File: config.mk
export PLATFORM = sky130hd
export DESIGN_NAME = chac_out_fifo
export DESIGN_NICKNAME = d
export VERILOG_FILES = /design/src/rtl/chac_pkg.sv /design/src/rtl/chac_out_fifo.sv
export SDC_FILE = /design/constraint.sdc
export NUM_CORES = 1
export LEC_CHECK = 0
export BUFFER_PORTS_ARGS = -buffer_cell sky130_fd_sc_hd__buf_2
export CORE_MARGIN = 2
export CORE_UTILIZATION = 33
export DETAILED_ROUTE_END_ITERATION = 12
export MAX_ROUTING_LAYER = met4
export SYNTH_ARGS = -nofsm -noshare
export SYNTH_HDL_FRONTEND = slang
export SYNTH_SLANG_ARGS = --single-unit
File: constraint.sdc
create_clock -name i_clk -period 14.5 [get_ports i_clk]
set_input_delay 0.725 -clock i_clk [delete_from_list [all_inputs] [get_ports i_clk]]
set_output_delay 0.725 -clock i_clk [all_outputs]
set_load 0.01 [all_outputs]
File: src/rtl/chac_pkg.sv
// Shared types, constants and the helper function of the codon-aligned hexamer counter.
// No dependencies; every module of the block imports this package.
package chac_pkg;

    // Request kinds carried in tuser
    localparam logic [1:0] REQ_TEXT = 2'd0;
    localparam logic [1:0] REQ_EOF  = 2'd1;
    localparam logic [1:0] REQ_READ = 2'd2;

    // Characters that steer the line parser
    localparam logic [7:0] CH_LF     = 8'h0A;
    localparam logic [7:0] CH_CR     = 8'h0D;
    localparam logic [7:0] CH_HEADER = 8'h3E;

    localparam int unsigned HEX_LEN   = 6;
    localparam int unsigned CODON     = 3;
    localparam int unsigned NUM_CODES = 4096;
    localparam int unsigned CODE_W    = 12;

    localparam logic [5:0] ALL_VALID = 6'h3F;

    // Stream payload widths
    localparam int unsigned IN_DATA_W  = 24;
    localparam int unsigned IN_USER_W  = 2;
    localparam int unsigned OUT_CNT_W  = 32;
    localparam int unsigned OUT_TOT_W  = 48;
    localparam int unsigned OUT_DATA_W = OUT_CNT_W + 2 * OUT_TOT_W;

    // Running state of the current sequence
    typedef struct packed {
        logic [CODE_W-1:0] window;
        logic [5:0]        valid;
        logic [1:0]        phase;
        logic [2:0]        len;
    } t_seq;

    // Sequence state after one base, plus whether a hexamer is counted
    typedef struct packed {
        t_seq seq;
        logic hit;
    } t_push;

    // Counter memory operation issued by the parser
    typedef struct packed {
        logic              inc;
        logic              rd;
        logic [CODE_W-1:0] addr;
    } t_mem_op;

    function automatic t_push seq_push(input t_seq s, input logic [7:0] b);
        t_push      p;
        logic [1:0] code;
        logic       ok;
        ok   = 1'b1;
        code = 2'd0;
        case (b)
            8'h41, 8'h61: code = 2'd0;
            8'h43, 8'h63: code = 2'd1;
            8'h47, 8'h67: code = 2'd2;
            8'h54, 8'h74: code = 2'd3;
            default: ok = 1'b0;
        endcase
        p.seq.window = {s.window[CODE_W-3:0], (ok ? code : 2'd0)};
        p.seq.valid  = {s.valid[4:0], ok};
        p.seq.phase  = (s.phase == 2'(CODON - 1)) ? 2'd0 : s.phase + 2'd1;
        p.seq.len    = (s.len < 3'(HEX_LEN)) ? s.len + 3'd1 : s.len;
        p.hit        = (p.seq.phase == 2'd0) && (p.seq.len >= 3'(HEX_LEN))
                       && (p.seq.valid == ALL_VALID);
        return p;
    endfunction

endpackage

File: src/rtl/chac_out_fifo.sv
// Three-entry result queue in front of the output stream.
// Depends on chac_pkg for the result width.
module chac_out_fifo (
    input  logic                            i_clk,
    input  logic                            i_rst_n,
    input  logic                            i_push,
    input  logic [chac_pkg::OUT_DATA_W-1:0] i_data,
    input  logic                            i_pop,
    output logic                            o_valid,
    output logic [chac_pkg::OUT_DATA_W-1:0] o_data,
    output logic [1:0]                      o_level
);
    import chac_pkg::*;

    localparam logic [1:0] LAST = 2'd2;

    logic [OUT_DATA_W-1:0] r_buf [3];
    logic [1:0]            r_wr, r_rd, r_level;
    logic                  pop;

    assign pop = i_pop && (r_level != 2'd0);

    // Store pushed results
    always_ff @(posedge i_clk) begin
        if (i_push) begin
            r_buf[r_wr] <= i_data;
        end
    end

    // Advance pointers and level
    always_ff @(posedge i_clk) begin
        if (!i_rst_n) begin
            r_wr    <= '0;
            r_rd    <= '0;
            r_level <= '0;
        end else begin
            if (i_push) begin
                r_wr <= (r_wr == LAST) ? 2'd0 : r_wr + 2'd1;
            end
            if (pop) begin
                r_rd <= (r_rd == LAST) ? 2'd0 : r_rd + 2'd1;
            end
            r_level <= r_level + {1'b0, i_push} - {1'b0, pop};
        end
    end

    assign o_valid = (r_level != 2'd0);
    assign o_data  = r_buf[r_rd];
    assign o_level = r_level;

endmodule

Word level (Yosys, flattened, before mapping)
Memories as Yosys holds them, arrays and structs flattened. A register that Yosys moved wholly into a read port is not among the register bits.
Index checks and enable logic that the tools add are counted.
- bits in registers: 6
- RAM bits: 384
- output and inout bits: 131
- word-level logic and storage cells: 18
- memories kept: 1
- $add $sub $neg: 4
- eq/ne operators: 2
- muxes and demuxes: 6
- reduce and logical (&&, ||, !) cells: 2
- memories (name ; depth ; bits a word ; rd ports ; clocked after memory_dff ; wr ports ; line ; text):
    r_buf ; 3 ; 128 ; 1 ; 1 ; 1 ; chac_out_fifo.sv:17 ; logic [OUT_DATA_W-1:0] r_buf [3];
- operators with widths (cell ; count):
    $mux 2 ; 4
    $add 2x1->2 const B ; 2
    $eq 2x2->1 const B ; 2
    $add 2x1->2 ; 1
    $mux 1 ; 2
    $reduce_bool 2->1 ; 1
    $sub 2x1->2 ; 1
    $logic_and 1x1->1 ; 1

Logic depth before layout (Yosys ltp)
- depth in word-level cells: 4
- mapped depth: 5

Worst setup path before layout
No wires, ideal clock.
- kind: input-to-reg
- start: input i_push
- end: register r_wr[0]
- library setup time: 100 ps
- arrival: 10646 ps
- slack: 3753 ps
- cell stages on the path: 2
- path through: nor3b_1 o21a_1
- RTL lines (item ; line ; text):
    from (decl) ; chac_out_fifo.sv:6 ; input logic i_push,
    to (signal assigned) ; chac_out_fifo.sv:38 ; r_wr <= (r_wr == LAST) ? 2'd0 : r_wr + 2'd1;
    to (decl) ; chac_out_fifo.sv:18 ; logic [1:0] r_wr, r_rd, r_level;

==> flow_summary.yaml <==
outcome:
  run_status: "finished clean"
clock_tree:
  tritoncts: "built"
  clk_tree_root_cell: "clkbuf_16"
  cts.sinks: 392
  cts_buffer_depth: 3
  postCtsSetupBuffers: 0
  htree_levels: 2
  cts-resized-gates: 0
  clk_pin_slew_worst_paths_ns: 0.06
  numCtsBuffers: 42
  insertion_delay_ns: 0.55
  cts-hold-fix-buffers: 0
sta:
  relative_max_transition_margin_pct: 28.9
  report.final.hold_viol_count: 0
  fin_worst_skew_ns: 0.0212
  post-route-period-util_pct: 26.6
  final_period_minus_worst_setup_slack_ns: 3.86
  final-max-slew-violation-count: 0
  finalWorstSetupSlack_ns: 10.64
  final.setup.tns_ns: 0
  setup_violations_final: 0
  worst_pin_slew_ns: 1.07
  rsz_0062_raised_after_global_routing: "no"
  max_freq_ghz: 0.259
cells_and_area:
  mostFrequentLayoutCell: "edfxtp_1"
  layout-drive-gt1-share_pct: 29.0
  layout.filler_cells: 4026
  nNetsFinal: 1254
  finalNonFillerCells: 1749
  layout_common_cells: "edfxtp_1, buf_2, nand2_1"
  areaGrowthSynthToFinish_pct: 20.6
routing:
  detail_routed_net_length_per_standard_cell_um: 17.0
  antenna_left: 0
  drtIter0Drc: 444
  route.final.wire_length_mm: 29.7
  residual_drc: 0
  routed-via-count: 7854
  first_pass_iters: 4
  via_per_inst: 4.49
logic_synthesis:
  ys.warnings.count: 0
  synth_largest_type_area_fraction_pct: 78.6
  post_synth_num_cell_types: 22
  share_of_synthesized_area_occupied_by_flip_flops_and_latches_pct: 79.7
  number_of_synthesized_register_bits: 392
  synth_area_um2: 14700
  syn-mean-instance-area_um2: 17.3
  netlist_instances: 848
  synth.largest_area_cell: "edfxtp_1"
  synth.net_count: 981
  synth_top_cells_by_area: "edfxtp_1, mux2i_1, o21ai_1"
grt:
  first_global_vias: 7907
  grtUsageTotal_pct: 13.1
  grt_start_max_net_pins: 130
  grt_pass1_wl_mm: 44.9
  grt.overflow.total: 0
  antenna_violations_before_repair: 9
pwr:
  total_leakage_power_nw: 5.96
  power_density_nw_per_um2: 140
  peak_supply_drop_mv: 0.0931
critical_path:
  slowest_delay_ns: 1.04
  worstPathMaxFanout: 53
  critPathKind: "flip-flop to output pin"
  critical_path.slowest_cell: "dfxtp_4"
  critical-path-top-delay-family: "buffers and inverters"
  crit_required_ns: 13.78
  critical_path_buf_inv_count: 2
  cp_launch_type: "flip-flop"
  critical_path.endpoint_type: "output pin"
  crit_chain: "buf_4 -> mux2i_1 -> o21ai_1 -> buf_2"
  worstPathArrival_ns: 3.14
hold_path:
  worstHoldPathType: "input pin to flip-flop"
placement:
  placement.io_buffers: 262
  numPlacedInstances: 1669
  post-place-ws_ns: 11.11
  place.detailed.hpwl_mm: 17.3
  place.gp.congestion: 0.717
floorplanning:
  initial_utilization_pct: 33.3
  chipHeight_um: 215
  fp.dieArea_um2: 46100
  core-area_um2: 44000
  io_pins: 263
  die_w_um: 215
  row_count: 77
job:
  timing.max_cap.violations: 0
## path summary, 6_finish.rpt
check / endpoint / cells past startpoint / from / slack, ns
min: r_buf[2][20] / 1 / i_data[20] / 0.37
max reg2reg: r_buf[2][123] / 4 / r_wr[1] / 12.13
max: o_data[53] / 4 / flip-flop / 10.64
min reg2reg: flip-flop / 2 / r_rd[1] / 0.51
## final cells by class
type                            count  area [µm²]  share of cell area [%]
Antenna cell                        9        22.5                   0.127
Timing Repair Buffer              272        1400                    7.91
Clock buffer                       48        1090                    6.19
Tap cell                          592         741                    4.19
Sequential cell                   392       11700                    66.1
Clock inverter                     23         141                   0.799
Multi-Input combinational cell    412        2590                    14.6
Inverter                            1        3.75                  0.0212
## per-stage QoR
stage	util (%)	hold WS, ns	total power, mW	instance area [µm²]
after detailed placement	37.3	0.504	1.54	16400
after floorplan	-	0.475	1.47	14700
final	40.2	0.367	2.48	17700
after global placement	37.3	0.485	1.54	16400
after global routing	40.2	0.335	2.58	17700
after CTS	40.1	0.314	2.53	17700
## state kept, by name, summed over array words and instances, names as in the netlist, named ones only
| register | flops |
|---|---|
| r_buf | 384 |
| o_level | 2 |
| r_rd | 2 |
| r_wr | 2 |
## layer usage
layer / routed length [µm] / up-vias / GRT usage, %
met5: 0 / - / -
met4: 895 / 0 / 5.37
met3: 2210 / 60 / 4.35
met2: 14100 / 219 / 21.0
met1: 12500 / 3800 / 15.3
li1: - / 3775 / -
## cell usage after synthesis (all sizes together)
| master | instances |
|---|---|
| clkbuf | 16 |
| nand3 | 2 |
| o21ai | 134 |
| dfxtp | 8 |
| nand3b | 1 |
| and2 | 1 |
| nor2b | 2 |
| ha | 1 |
| buf | 27 |
| nand2b | 1 |
| or2 | 1 |
| mux2i | 130 |
| nor2 | 3 |
| inv | 1 |
| o21a | 2 |
| nand2 | 133 |
| nor3b | 1 |
| edfxtp | 384 |
## logic make-up (layout without fill, tap and decap cells)
logic type / Yosys count / after routing / share of synthesized area (%)
other cells: 0 / 9 / 0
mux: 130 / 130 / 8.87
flops: 392 / 392 / 79.7
compound gates: 136 / 136 / 4.68
simple gates: 145 / 145 / 3.87
fa+ha+maj: 1 / 1 / 0.0853
buf+inv: 44 / 344 / 2.76
## report_power, final
part	internal (mW)	total [mW]	switching, mW	leakage [nW]
logic	0.0780	0.196	0.118	1.73
clock network	0.556	0.968	0.412	0.612
registers	1.30	1.32	0.0190	3.62
Power figures use the tool's default switching activity.
