==> src/rtl/chac_pkg.sv <==
// Shared types, constants and the helper function of the codon-aligned hexamer counter.
// No dependencies; every module of the block imports this package.
package chac_pkg;

    // Request kinds carried in tuser
    localparam logic [1:0] REQ_TEXT = 2'd0;
    localparam logic [1:0] REQ_EOF  = 2'd1;
    localparam logic [1:0] REQ_READ = 2'd2;

    // Characters that steer the line parser
    localparam logic [7:0] CH_LF     = 8'h0A;
    localparam logic [7:0] CH_CR     = 8'h0D;
    localparam logic [7:0] CH_HEADER = 8'h3E;

    localparam int unsigned HEX_LEN   = 6;
    localparam int unsigned CODON     = 3;
    localparam int unsigned NUM_CODES = 4096;
    localparam int unsigned CODE_W    = 12;

    localparam logic [5:0] ALL_VALID = 6'h3F;

    // Stream payload widths
    localparam int unsigned IN_DATA_W  = 24;
    localparam int unsigned IN_USER_W  = 2;
    localparam int unsigned OUT_CNT_W  = 32;
    localparam int unsigned OUT_TOT_W  = 48;
    localparam int unsigned OUT_DATA_W = OUT_CNT_W + 2 * OUT_TOT_W;

    // Running state of the current sequence
    typedef struct packed {
        logic [CODE_W-1:0] window;
        logic [5:0]        valid;
        logic [1:0]        phase;
        logic [2:0]        len;
    } t_seq;

    // Sequence state after one base, plus whether a hexamer is counted
    typedef struct packed {
        t_seq seq;
        logic hit;
    } t_push;

    // Counter memory operation issued by the parser
    typedef struct packed {
        logic              inc;
        logic              rd;
        logic [CODE_W-1:0] addr;
    } t_mem_op;

    function automatic t_push seq_push(input t_seq s, input logic [7:0] b);
        t_push      p;
        logic [1:0] code;
        logic       ok;
        ok   = 1'b1;
        code = 2'd0;
        case (b)
            8'h41, 8'h61: code = 2'd0;
            8'h43, 8'h63: code = 2'd1;
            8'h47, 8'h67: code = 2'd2;
            8'h54, 8'h74: code = 2'd3;
            default: ok = 1'b0;
        endcase
        p.seq.window = {s.window[CODE_W-3:0], (ok ? code : 2'd0)};
        p.seq.valid  = {s.valid[4:0], ok};
        p.seq.phase  = (s.phase == 2'(CODON - 1)) ? 2'd0 : s.phase + 2'd1;
        p.seq.len    = (s.len < 3'(HEX_LEN)) ? s.len + 3'd1 : s.len;
        p.hit        = (p.seq.phase == 2'd0) && (p.seq.len >= 3'(HEX_LEN))
                       && (p.seq.valid == ALL_VALID);
        return p;
    endfunction

endpackage

==> src/rtl/chac_parser.sv <==
// FASTA line parser: header skipping, CR/LF handling, codon window and the two totals.
// Depends on chac_pkg; issues at most one counter memory operation per accepted item.
module chac_parser #(
    parameter int TOTAL_WIDTH = 48
) (
    input  logic                      i_clk,
    input  logic                      i_rst_n,
    input  logic                      i_valid,
    input  logic [1:0]                i_req,
    input  logic [7:0]                i_byte,
    input  logic [chac_pkg::CODE_W-1:0] i_index,
    output chac_pkg::t_mem_op         o_op,
    output logic [TOTAL_WIDTH-1:0]    o_hex_total,
    output logic [TOTAL_WIDTH-1:0]    o_seq_total
);
    import chac_pkg::*;

    t_seq                   r_seq, n_seq;
    logic                   r_hdr, n_hdr;
    logic                   r_ls, n_ls;
    logic                   r_pcr, n_pcr;
    logic [TOTAL_WIDTH-1:0] r_hex, n_hex;
    logic [TOTAL_WIDTH-1:0] r_seqs, n_seqs;

    logic  push_a, push_b, finish;
    t_push pa, pb;
    t_seq  seq_a;

    // Decide what this byte does to the line state
    always_comb begin
        n_hdr  = r_hdr;
        n_ls   = r_ls;
        n_pcr  = r_pcr;
        push_a = 1'b0;
        push_b = 1'b0;
        finish = 1'b0;
        if (i_valid) begin
            case (i_req)
                REQ_TEXT: begin
                    if (r_hdr) begin
                        if (i_byte == CH_LF) begin
                            n_hdr = 1'b0;
                            n_ls  = 1'b1;
                        end
                    end else if (r_pcr && i_byte == CH_LF) begin
                        n_pcr = 1'b0;
                        n_ls  = 1'b1;
                    end else begin
                        // a held CR that is not followed by LF becomes a position
                        push_a = r_pcr;
                        n_pcr  = 1'b0;
                        if (i_byte == CH_CR) begin
                            n_pcr = 1'b1;
                            n_ls  = 1'b0;
                        end else if (i_byte == CH_LF) begin
                            n_ls = 1'b1;
                        end else if (r_ls && !r_pcr && i_byte == CH_HEADER) begin
                            finish = 1'b1;
                            n_hdr  = 1'b1;
                            n_ls   = 1'b0;
                        end else begin
                            n_ls   = 1'b0;
                            push_b = 1'b1;
                        end
                    end
                end
                REQ_EOF: begin
                    finish = 1'b1;
                    n_hdr  = 1'b0;
                    n_ls   = 1'b1;
                    n_pcr  = 1'b0;
                end
                default: ;
            endcase
        end
    end

    // Advance the base window by up to two positions, issue the memory operation, update the totals
    always_comb begin
        pa     = seq_push(r_seq, CH_CR);
        seq_a  = push_a ? pa.seq : r_seq;
        pb     = seq_push(seq_a, i_byte);
        n_seq  = push_b ? pb.seq : seq_a;
        n_hex  = r_hex;
        n_seqs = r_seqs;
        o_op.inc  = (push_a && pa.hit) || (push_b && pb.hit);
        o_op.rd   = i_valid && (i_req == REQ_READ);
        o_op.addr = o_op.rd ? i_index : ((push_b && pb.hit) ? pb.seq.window : pa.seq.window);
        if (o_op.inc && r_hex != '1) begin
            n_hex = r_hex + 1'b1;
        end
        if (finish) begin
            if (seq_a.len >= 3'(HEX_LEN) && r_seqs != '1) begin
                n_seqs = r_seqs + 1'b1;
            end
            n_seq = '0;
        end
    end

    // Hold parser state and totals
    always_ff @(posedge i_clk) begin
        if (!i_rst_n) begin
            r_seq  <= '0;
            r_hdr  <= 1'b0;
            r_ls   <= 1'b1;
            r_pcr  <= 1'b0;
            r_hex  <= '0;
            r_seqs <= '0;
        end else begin
            r_seq  <= n_seq;
            r_hdr  <= n_hdr;
            r_ls   <= n_ls;
            r_pcr  <= n_pcr;
            r_hex  <= n_hex;
            r_seqs <= n_seqs;
        end
    end

    assign o_hex_total = r_hex;
    assign o_seq_total = r_seqs;

endmodule

==> config.mk <==
export PLATFORM = sky130hd
export DESIGN_NAME = chac_parser
export DESIGN_NICKNAME = d
export VERILOG_FILES = /design/src/rtl/chac_pkg.sv /design/src/rtl/chac_parser.sv
export SDC_FILE = /design/constraint.sdc
export NUM_CORES = 1
export LEC_CHECK = 0
export BUFFER_PORTS_ARGS = -buffer_cell sky130_fd_sc_hd__buf_4
export CAP_MARGIN = 15
export CORE_MARGIN = 2
export CORE_UTILIZATION = 59
export CTS_BUF_LIST = sky130_fd_sc_hd__clkbuf_16
export DETAILED_ROUTE_END_ITERATION = 10
export PLACE_DENSITY = 0.91
export SYNTH_ARGS = -nofsm -noshare
export SYNTH_HDL_FRONTEND = slang
export SYNTH_SLANG_ARGS = --single-unit
==> constraint.sdc <==
create_clock -name i_clk -period 6.6 [get_ports i_clk]
set_input_delay 1.32 -clock i_clk [delete_from_list [all_inputs] [get_ports i_clk]]
set_output_delay 1.32 -clock i_clk [all_outputs]
set_load 0.02 [all_outputs]
Yosys cells after proc, flatten, opt, wreduce, memory -nomap -nowiden
Index checks and enable logic that the tools add are counted.
Word-level totals
  output and inout bits: 110
  register bits: 119
  word-level logic and storage cells: 104
Operators by class
  bitwise gates (word level): 1
  multiplexer cells: 42
  add/subtract/negate cells: 6
  equality and inequality tests: 20
  magnitude comparators: 4
  reductions and logical operators: 22
Operator list (count)
  $add A48 B1 Y48 const B: 2
  $ne A48 B48 Y1 const B: 2
  $eq A8 B7 Y1 const B: 8
  $mux W21: 2
  $mux W1: 28
  $mux W12: 2
  $eq A8 B4 Y1 const B: 2
  $logic_and A1 B1 Y1: 9
  $eq A8 B6 Y1 const B: 1
  $pmux W1 S2: 4
  $reduce_or A2 Y1: 4
  $reduce_or A8 Y1: 1
  $add A3 B1 Y3 const B: 2
  $eq A2 B2 Y1 const B: 3
  $eq A6 B6 Y1 const B: 1
  $ge A3 B3 Y1 const B: 2
  $lt A3 B3 Y1 const B: 2
  $mux W2: 3
  $mux W3: 2
  $pmux W2 S3: 1
  $reduce_and A3 Y1: 2
  $add A2 B1 Y2 const B: 2
  $logic_not A2 Y1: 2
  $reduce_and A2 Y1: 2
  other kinds (6): 6

Depth between registers and ports, before layout
Gate-level depths: netlist (run 1).
  depth in word-level cells: 15
  gate-level depth with buffers: 15
  depth with buffers taken out: 13

Worst setup path after synthesis (run 1)
OpenSTA, ideal clock, no wires.
  path type: in2out
  start: input port i_req[0]
  end: output port o_op[0] in the netlist's numbering
  path buffers: 0
  stages: 10
  slack: 1.569 ns
  arrival: 3.711 ns
  cell sequence: nor4b_2 -> and2_1 -> nand2_1 -> a21oi_1 -> xor2_1 -> ha_1 -> o21ai_0 -> a311oi_2 -> nand2_1 -> o21ai_0
RTL lines
  start, declared: line chac_parser.sv:9  | input logic [1:0] i_req,
  end, declared: line chac_parser.sv:12  | output chac_pkg::t_mem_op o_op,

==> metrics.md, run 1 <==
| Metric | Value |
|---|---|
| Outcome | `finished clean` |
| Clock transition at path regs | `0.06 ns` |
| Relative slew slack | `0.276` |
| Min Hold Slack | `0.488 ns` |
| Die Ht | `107 um` |
| Area of the multi-input gates | `3540 um^2` |
| Final Critical Period | `5.38 ns` |
| R2r setup slk | `2.41 ns` |
| IO Pins | `135` |
| Final Wtd Congestion | `0.816` |
| Global-route wire length before repair | `26,400 um` |
| Initial antenna violation count | `0` |
| Die Wd | `107 um` |
| Nets | `929` |
| Combinational power share | `0.034` |
| Slew Limit Fails | `0` |
| Leakage power | `2.85 nW` |
| Die area | `11,400 um^2` |
| Post-DP HPWL | `10,400 um` |
| Max IR drop VDD | `156 uV` |
| Setup crit end kind | `primary output` |
| Synth Flop Type | `dfxtp_1` |
| CP cell instances | `buf_4 -> nor4b_2 -> and2_1 -> nand2_1 -> a21oi_1 -> xor2_1 -> ha_1 -> o21ai_0 -> a311oi_2 -> nand2_1 -> o21ai_0 -> buf_4` |
| Worst hold endpoint | `o_hex_total[25]$_SDFFE_PN0P_` |
| Hold_sp | `o_hex_total[25]$_SDFFE_PN0P_` |
| Seq pwr share | `0.421` |
| Post-synth ARST share | `0` |
| Yosys top cell area share | `0.384` |
| 1st-iter DRT viols | `485` |
| Postcts setup bufs | `0` |
| Int Power | `1.34 mW` |
| Total gr overflow | `0` |
| Final Hold Vio Count | `0` |
| Post-route DRC | `0` |
| Mapped Area | `6210 um^2` |
| Max incr delay on CP | `0.43 ns` |
| Worst r2r dst | `o_hex_total[39]$_SDFFE_PN0P_` |
| FF-to-FF Start | `r_hdr$_SDFFE_PN0P_` |
| Synth cell types | `60` |
| Worst min path class | `flip-flop to flip-flop` |
| Core area | `10,300 um^2` |
| #FFs+latches synth | `119` |
| Share of layout cells above drive strength 1 | `0.199` |
| Post-DR vias/cell | `6.14` |
| Crit Path Max Fanout | `8` |
| Clk root buf | `clkbuf_16` |
| Top cells by count, synth | `dfxtp_1 (119), nand2_1 (97), nor2_1 (73)` |
| Sequential cell area | `2380 um^2` |
| Avg Cell Area, Syn | `7.84 um^2` |
| Placed cell area | `7180 um^2` |
| Post_cts resized | `0` |
| Fmax | `186 MHz` |
| Initial Util | `0.604` |
| Psw | `0.380 mW` |
| Syn nets | `821` |
| Unrepaired setup endpoints after global routing | `false` |
| Yosys top cell by area | `dfxtp_1` |
| Syn Inst Count | `792` |
| Wire per inst | `15.5 um` |
| Post-synth EDFFs | `0` |
| Sw Share | `0.221` |
| Clk sink count | `119` |
| CTS buffer count | `17` |
| Data required, critical path | `5.28 ns` |
| CTS tree | `yes` |
| Worst Hold Path Cells | `2` |
| Final setup viols | `0` |
| Design area | `7790 um^2` |
| CP startpoint kind | `input pin` |
| Clock share of power | `0.546` |
| Vias | `6,439` |
| Slew @ Worst Pin | `1.08 ns` |
| YS warnings | `0` |
| Post-Route WL | `16,200 um` |
| Port Buf Inserts | `134` |
| Power consumption | `1.72 mW` |
| Largest net degree at the start of global routing | `89` |
| Register area share after synthesis | `0.384` |
| CTS Buffer Depth | `2` |
| Power density cells | `220 nW/um^2` |
| Tcrit/Tclk final | `0.816` |
| Vias in the first global route | `5,633` |
| Worst path arrival time | `4.06 ns` |
| # fillers | `757` |
| TritonRoute pass-1 iters | `5` |
| Reg2Reg Depth | `11` |
| Critical path type | `input pin to primary output` |
| Post-route ant nets | `0` |
| Row count | `37` |
| Clk Latency, worst-skew pair | `0.41 ns` |
| Count leader, synth | `dfxtp_1` |
| Area Growth Syn to Fin | `25.4%` |
| Slowest CP cell | `a311oi_2` |
| Setup TNS | `0 ns` |
| CTS Hold Bufs | `0` |
| Max-Cap Viols | `0` |
| Clock skew | `0.0136 ns` |
| Inserted Diodes | `0` |
| Top post-synthesis cells by area | `dfxtp_1 (38%), nand2_1 (5.9%), a21oi_1 (4.6%)` |
| H-tree depth | `4` |
| Global-route usage over all layers | `0.281` |
==> worst max-delay path: cells and delay by family <==
| family | cells | cell delay (ns) |
|---|---|---|
| simple gates | 4 | 1.00 |
| compound gates | 4 | 0.96 |
| buf+inv | 2 | 0.29 |
| fa+ha+maj | 1 | 0.25 |
| xor+xnor | 1 | 0.24 |
==> placed cells by master (no fill, tap or decap), drive strengths merged, types with 5 or more instances in the layout <==
| cell type | netlist | layout |
|---|---|---|
| a21oi | 57 | 57 |
| a222oi | 9 | 9 |
| a22oi | 6 | 6 |
| and2 | 6 | 6 |
| and3 | 10 | 10 |
| and4 | 6 | 6 |
| buf | 10 | 136 |
| clkbuf | 37 | 17 |
| clkinvlp | 0 | 5 |
| dfxtp | 119 | 119 |
| inv | 17 | 21 |
| mux2i | 11 | 11 |
| nand2 | 97 | 97 |
| nand2b | 14 | 14 |
| nand3 | 55 | 55 |
| nand4 | 32 | 32 |
| nor2 | 73 | 73 |
| nor2b | 5 | 5 |
| nor3 | 11 | 11 |
| nor4 | 12 | 12 |
| o211ai | 8 | 8 |
| o21ai | 49 | 49 |
| o31ai | 15 | 15 |
| or3 | 42 | 42 |
| or4 | 24 | 24 |
| xnor2 | 6 | 6 |
| xor2 | 21 | 21 |
==> stage by stage <==
stage	cells	setup slack [ns]	utilization
floorplan	792	1.57	-
global placement	1017	1.40	0.699
detailed placement	1017	1.27	0.699
CTS	1049	1.23	0.758
global route	1049	0.979	0.758
finish	1049	1.22	0.758
==> power groups by stage <==
stage	sequential [mW]	clock (mW)	combinational [mW]
floorplan	0.736	0	0.0336
CTS	0.721	0.939	0.0576
finish	0.721	0.936	0.0580
global route	0.721	0.977	0.0635
detailed placement	0.737	0	0.0570
global placement	0.737	0	0.0559
==> worst max-delay path by stage <==
stage / to / slack (ns) / from
final: o_op[0] / 1.22 / i_req[0]
after detailed placement: o_op[0] / 1.27 / i_req[0]
after floorplan: o_op[0] / 1.57 / i_req[0]
after CTS: o_op[0] / 1.23 / i_req[0]
after global routing: o_op[0] / 0.98 / i_req[0]
after global placement: o_op[0] / 1.40 / i_req[0]
==> flip-flops by register name, indices dropped and copies added, names as in the netlist <==
name / count
r_ls: 1
r_seq: 5
r_hdr: 1
pa: 15
o_hex_total: 48
r_pcr: 1
o_seq_total: 48
==> logic make-up (layout without fill, tap and decap cells) <==
logic type / count (synthesis) / count (layout) / synth area share
compound gates: 164 / 164 / 0.163
buf+inv: 65 / 186 / 0.0457
simple gates: 402 / 402 / 0.344
xor+xnor: 27 / 27 / 0.0381
fa+ha+maj: 4 / 4 / 0.00806
mux: 11 / 11 / 0.0177
flops: 119 / 119 / 0.384
==> cell type report <==
class	count	share of cell area
Multi-Input combinational cell	608	0.455
Sequential cell	119	0.306
Timing Repair Buffer	136	0.131
Clock buffer	17	0.0546
Clock inverter	15	0.0227
Tap cell	136	0.0219
Inverter	18	0.00868
==> routing by layer <==
metal  share of wire  vias up  GRT usage  routed length, um
li1                -     3130          -                  -
met1            0.43     3022      0.365               7050
met2            0.48      253      0.458               7730
met3           0.070       34     0.0614               1140
met4           0.019        0      0.107                311
met5               0        -          0                  0
(Power assumes the default switching activity.)
==> run 2: changes to the inputs <==
CORE_UTILIZATION = 50   (was 59)
PLACE_DENSITY = 0.82   (was 0.91)
clock period = 4.79 ns   (was 6.6 ns; I/O delays follow)
==> run 2 against run 1 <==
Net effect:
- wire length increased by 0.23%
- non-clock buffer count rose by 6
- clock-buffer cell count unchanged
- combinational power up 39%
- sequential share of layout area fell by 0.40 points
- largest power group unchanged
==> metrics.md, run 2 (same netlist as run 1, synthesis figures left out) <==
| Metric | Value |
|---|---|
| Power consumption | `2.43 mW` |
| Post-Route WL | `16,300 um` |
| CTS Buffer Depth | `2` |
| # fillers | `1,030` |
| Worst path arrival time | `3.57 ns` |
| Place WS | `0.211 ns` |
| Fmax | `221 MHz` |
| Post-DR vias/cell | `5.86` |
| CTS buffer count | `17` |
| Post-route DRC | `0` |
| TritonRoute pass-1 iters | `7` |
| Share of layout cells above drive strength 1 | `0.200` |
| Outcome | `finished clean` |
| IO Pins | `135` |
| Seq pwr share | `0.410` |
| Largest net degree at the start of global routing | `40` |
| Setup crit end kind | `primary output` |
| Area Growth Syn to Fin | `27.1%` |
| WP buf/inv | `2` |
| Final Hold Vio Count | `0` |
| Slew @ Worst Pin | `1.06 ns` |
| Clk sink count | `119` |
| Global-route usage over all layers | `0.242` |
| Die Ht | `115 um` |
| Die area | `13,300 um^2` |
| Clock skew | `0.00696 ns` |
| Leading cell types in the layout, fill and taps excluded | `buf_4 (142), dfxtp_1 (119), nand2_1 (96)` |
| Crit Path Max Fanout | `8` |
| Core area | `12,100 um^2` |
| Post-DP HPWL | `10,600 um` |
| Row count | `40` |
| Worst min path class | `flip-flop to flip-flop` |
| Final Critical Period | `4.53 ns` |
| 1st-iter DRT viols | `579` |
| CP cell instances | `buf_4 -> nor4b_2 -> and2_1 -> nand2_2 -> a21oi_1 -> xor2_1 -> ha_1 -> a21oi_1 -> nor2_1 -> nand2_1 -> nor4_2 -> nand2_1 -> o21ai_0 -> buf_4` |
| Final Wtd Congestion | `0.882` |
| Inserted Diodes | `0` |
| Int Power | `1.93 mW` |
| Combinational power share | `0.033` |
| Clock transition at path regs | `0.05 ns` |
| Setup TNS | `0 ns` |
| Slowest CP cell | `nor4b_2` |
| Wire per inst | `15.0 um` |
| Unrepaired setup endpoints after global routing | `false` |
| Vias in the first global route | `5,485` |
| Global-route wire length before repair | `26,200 um` |
| Max IR drop VDD | `180 uV` |
| Vias | `6,370` |
| Max-Cap Viols | `0` |
| H-tree depth | `4` |
| Clk root buf | `clkbuf_16` |
| Final setup viols | `0` |
| Initial antenna violation count | `0` |
| Critical path type | `input pin to primary output` |
| Slew Limit Fails | `0` |
| Delay-heaviest family, CP | `simple AND/OR/NAND/NOR gates` |
| Sw Share | `0.205` |
| Nets | `935` |
| CP startpoint kind | `input pin` |
| Leakage power | `2.92 nW` |
| Psw | `0.496 mW` |
| Total gr overflow | `0` |
| Power density cells | `307 nW/um^2` |
| Port Buf Inserts | `134` |
| Tcrit/Tclk final | `0.946` |
| Max incr delay on CP | `0.36 ns` |
| Initial Util | `0.515` |
| Most common cell after layout, fill and taps aside | `buf_4` |
| Clock share of power | `0.557` |
| Post-route ant nets | `0` |
| Clk Latency, worst-skew pair | `0.41 ns` |
| CTS Hold Bufs | `0` |
| Relative slew slack | `0.287` |
| Data required, critical path | `3.83 ns` |
| CTS tree | `yes` |
| Die Wd | `115 um` |
| Final setup margin | `0.258 ns` |
==> run 2: cell count changes in the layout (fill, tap and decap cells not counted), sizes merged <==
cell      before  now
buf          136  142
bufinv         3    5
clkinv         4    7
clkinvlp       5    0
==> run 2: power groups by stage <==
stage	logic (mW)	clock network [mW]	registers (mW)
after detailed placement	0.0797	0	1.02
final	0.0806	1.35	0.994
after global placement	0.0782	0	1.02
after floorplan	0.0463	0	1.01
after global routing	0.0884	1.41	0.994
after CTS	0.0803	1.36	0.994
==> run 2: metal layers <==
layer,vias to the layer above,share of wire,wire (um),global-route usage
li1,3150,-,-,-
met1,2945,0.44,7190,0.318
met2,244,0.47,7570,0.381
met3,31,0.073,1190,0.0607
met4,0,0.019,310,0.0996
met5,-,0,0,0
==> run 2: worst min-delay path: stages (launching register included) <==
cell and delay [ns]:
dfxtp_1 0.33, nand2_1 0.06, mux2i_1 0.05
==> run 2: path summary, 6_finish.rpt <==
check / start / slack (ns) / cells after the start / to
setup / recovery: i_req[0] / 0.26 / 14 / o_op[0]
hold / removal: o_hex_total[26]$_SDFFE_PN0P_ / 0.49 / 2 / o_hex_total[26]$_SDFFE_PN0P_
setup reg to reg: r_hdr$_SDFFE_PN0P_ / 1.01 / 13 / o_hex_total[28]$_SDFFE_PN0P_
hold reg to reg: o_hex_total[26]$_SDFFE_PN0P_ / 0.49 / 2 / o_hex_total[26]$_SDFFE_PN0P_
==> run 2: what timing repair did <==
| item | in CTS | in global routing |
|---|---|---|
| hold endpoints to repair | 0 | 0 |
| setup endpoints to repair | 0 | 2 |
| buffers inserted | 0 | 1 |
| resized for setup | 0 | 2 |
==> run 2: metrics by stage <==
| stage | utilization | cell area, um^2 | instances | hold WS [ns] |
|---|---|---|---|---|
| 6_report | 0.654 | 7890 | 1087 | 0.491 |
| 5_1_grt | 0.654 | 7890 | 1087 | 0.508 |
| 4_1_cts | 0.653 | 7880 | 1086 | 0.486 |
| 3_5_place_dp | 0.602 | 7260 | 1054 | 0.482 |
| 3_3_place_gp | 0.602 | 7260 | 1054 | 0.474 |
| 2_1_floorplan | - | 6210 | 792 | 0.465 |
==> run 2: layout make-up <==
class                   instances  area, um^2  area share
clock buffers                  17         425      0.0539
clock inverters                15         193      0.0244
inverters                      18        67.6     0.00856
multi-input cells             608        3550       0.449
flip-flops and latches        119        2380       0.302
well taps                     168         210      0.0266
repair buffers                142        1070       0.135
==> run 3: changes to the inputs <==
PLACE_DENSITY = unset   (was 0.82)
PLACE_DENSITY_LB_ADDON = 0.2   (was unset)
==> run 3 against run 2 <==
Net effect:
- register-to-register slack worse by 0.04 ns
- wire length up 0.86%
- total power down 12%
- critical path type unchanged
- via count down 0.38%
- largest cell class unchanged
==> metrics.md, run 3 (same netlist as run 1, synthesis figures left out) <==
| Metric | Value |
|---|---|
| Outcome | `finished clean` |
| Post-DR vias/cell | `5.84` |
| Slew @ Worst Pin | `1.11 ns` |
| Leakage power | `2.89 nW` |
| Relative slew slack | `0.252` |
| Max incr delay on CP | `0.33 ns` |
| Core area | `12,100 um^2` |
| Row count | `40` |
| Critical path type | `input pin to primary output` |
| Largest net degree at the start of global routing | `56` |
| Global-route usage over all layers | `0.245` |
| Post-DP HPWL | `11,200 um` |
| Post-route ant nets | `0` |
| Clk Latency, worst-skew pair | `0.41 ns` |
| IO Pins | `135` |
| Port Buf Inserts | `134` |
| CP startpoint kind | `input pin` |
| Most common cell after layout, fill and taps aside | `buf_4` |
| Clock transition at path regs | `0.05 ns` |
| Total gr overflow | `0` |
| Vias in the first global route | `5,818` |
| CTS buffer count | `17` |
| Final Critical Period | `4.49 ns` |
| H-tree depth | `4` |
| Clock skew | `0.00681 ns` |
| Worst path arrival time | `3.54 ns` |
| CP most frequent cell | `nand2_1` |
| 1st-iter DRT viols | `518` |
| Slew Limit Fails | `0` |
| Die Ht | `115 um` |
| Delay-heaviest family, CP | `simple AND/OR/NAND/NOR gates` |
| Max-Cap Viols | `0` |
| Crit Path Max Fanout | `8` |
| Final Wtd Congestion | `0.860` |
| Area Growth Syn to Fin | `25.2%` |
| Initial Util | `0.515` |
| Fmax | `222 MHz` |
| Final setup viols | `0` |
| Non-filler cells, final | `1,086` |
| CTS tree | `yes` |
| Initial antenna violation count | `0` |
| Nets | `934` |
| Setup crit end kind | `primary output` |
| CTS Buffer Depth | `2` |
| Post-route DRC | `0` |
| Inserted Diodes | `0` |
| Clk root buf | `clkbuf_16` |
| Data required, critical path | `3.83 ns` |
| Share of layout cells above drive strength 1 | `0.193` |
| Post-Route WL | `16,400 um` |
| Final Hold Vio Count | `0` |
| Die area | `13,300 um^2` |
| Setup TNS | `0 ns` |
| Clk sink count | `119` |
| Post-layout util | `0.645` |
| Wire per inst | `15.1 um` |
| Max IR drop VDD | `187 uV` |
| Leading cell types in the layout, fill and taps excluded | `buf_4 (140), dfxtp_1 (119), nand2_1 (97)` |
| Unrepaired setup endpoints after global routing | `false` |
| Vias | `6,346` |
| Die Wd | `115 um` |
| CTS Hold Bufs | `0` |
| TritonRoute pass-1 iters | `5` |
| CP cell instances | `buf_4 -> nor4b_2 -> and2_1 -> nand2_1 -> o21ai_0 -> nand2_1 -> ha_1 -> a21oi_1 -> nor2_1 -> nand2_1 -> nor4_4 -> nand2_1 -> o21ai_0 -> buf_4` |
| Slowest CP cell | `nor4b_2` |
| Power density cells | `273 nW/um^2` |
| Global-route wire length before repair | `26,500 um` |
| Tcrit/Tclk final | `0.938` |
| WP buf/inv | `2` |
| Cells after DPL | `1,052` |
| Worst min path class | `flip-flop to flip-flop` |
run 3: cell types whose count changed in the layout (fill, tap and decap cells not counted), sizes merged:
cell,before,now
buf,142,141
bufinv,5,0
inv,21,26
run 3: per-layer routing:
layer | GRT usage | part of all wire | vias up
li1 | - | - | 3137
met1 | 0.312 | 0.44 | 2986
met2 | 0.402 | 0.48 | 202
met3 | 0.0533 | 0.062 | 21
met4 | 0.103 | 0.016 | 0
met5 | 0 | 0 | -
run 3: worst paths after layout:
kind,cells past startpoint,endpoint,slack (ns),start
max reg2reg,13,o_hex_total[13]$_SDFFE_PN0P_,0.97,r_hdr$_SDFFE_PN0P_
max,14,o_op[0],0.30,i_req[0]
min reg2reg,2,o_hex_total[26]$_SDFFE_PN0P_,0.49,o_hex_total[26]$_SDFFE_PN0P_
min,2,o_hex_total[26]$_SDFFE_PN0P_,0.49,o_hex_total[26]$_SDFFE_PN0P_
run 3: worst reg2reg max path, cell delays in order (launching register included):
cell	delay, ns
dfxtp_1	0.35
nor4b_2	0.36
and2_1	0.25
nand2_1	0.19
a21oi_1	0.20
xor2_1	0.24
ha_1	0.26
o21ai_0	0.14
a311oi_2	0.27
buf_4	0.18
nand3_4	0.40
buf_4	0.39
or3_1	0.36
a21oi_1	0.16
run 3: metrics by stage:
| step | hold slack [ns] | instance area, um^2 | worst slack (ns) | total power [mW] |
|---|---|---|---|---|
| 2_1_floorplan | 0.465 | 6210 | 0.483 | 1.06 |
| 3_3_place_gp | 0.467 | 7260 | 0.307 | 1.09 |
| 3_5_place_dp | 0.482 | 7260 | 0.166 | 1.09 |
| 4_1_cts | 0.489 | 7740 | 0.158 | 2.14 |
| 5_1_grt | 0.508 | 7770 | 0.0158 | 2.20 |
| 6_report | 0.488 | 7770 | 0.295 | 2.13 |
run 3: layout make-up:
| type | count | area (um^2) |
|---|---|---|
| Clock inverter | 15 | 60.1 |
| Clock buffer | 17 | 425 |
| Tap cell | 168 | 210 |
| Timing Repair Buffer | 141 | 1070 |
| Sequential cell | 119 | 2380 |
| Inverter | 18 | 67.6 |
| Multi-Input combinational cell | 608 | 3560 |
| Fill cell | 1027 | 4290 |
run 3: what timing repair did:
item,in CTS,in global routing
setup endpoints to repair,0,3
buffers inserted,0,2
gates resized for setup,0,2
run 3: report_power, final:
group	leakage, nW	internal (mW)	switching, mW
registers	0.958	0.993	0.00173
logic	1.66	0.0304	0.0505
clock network	0.270	0.631	0.419
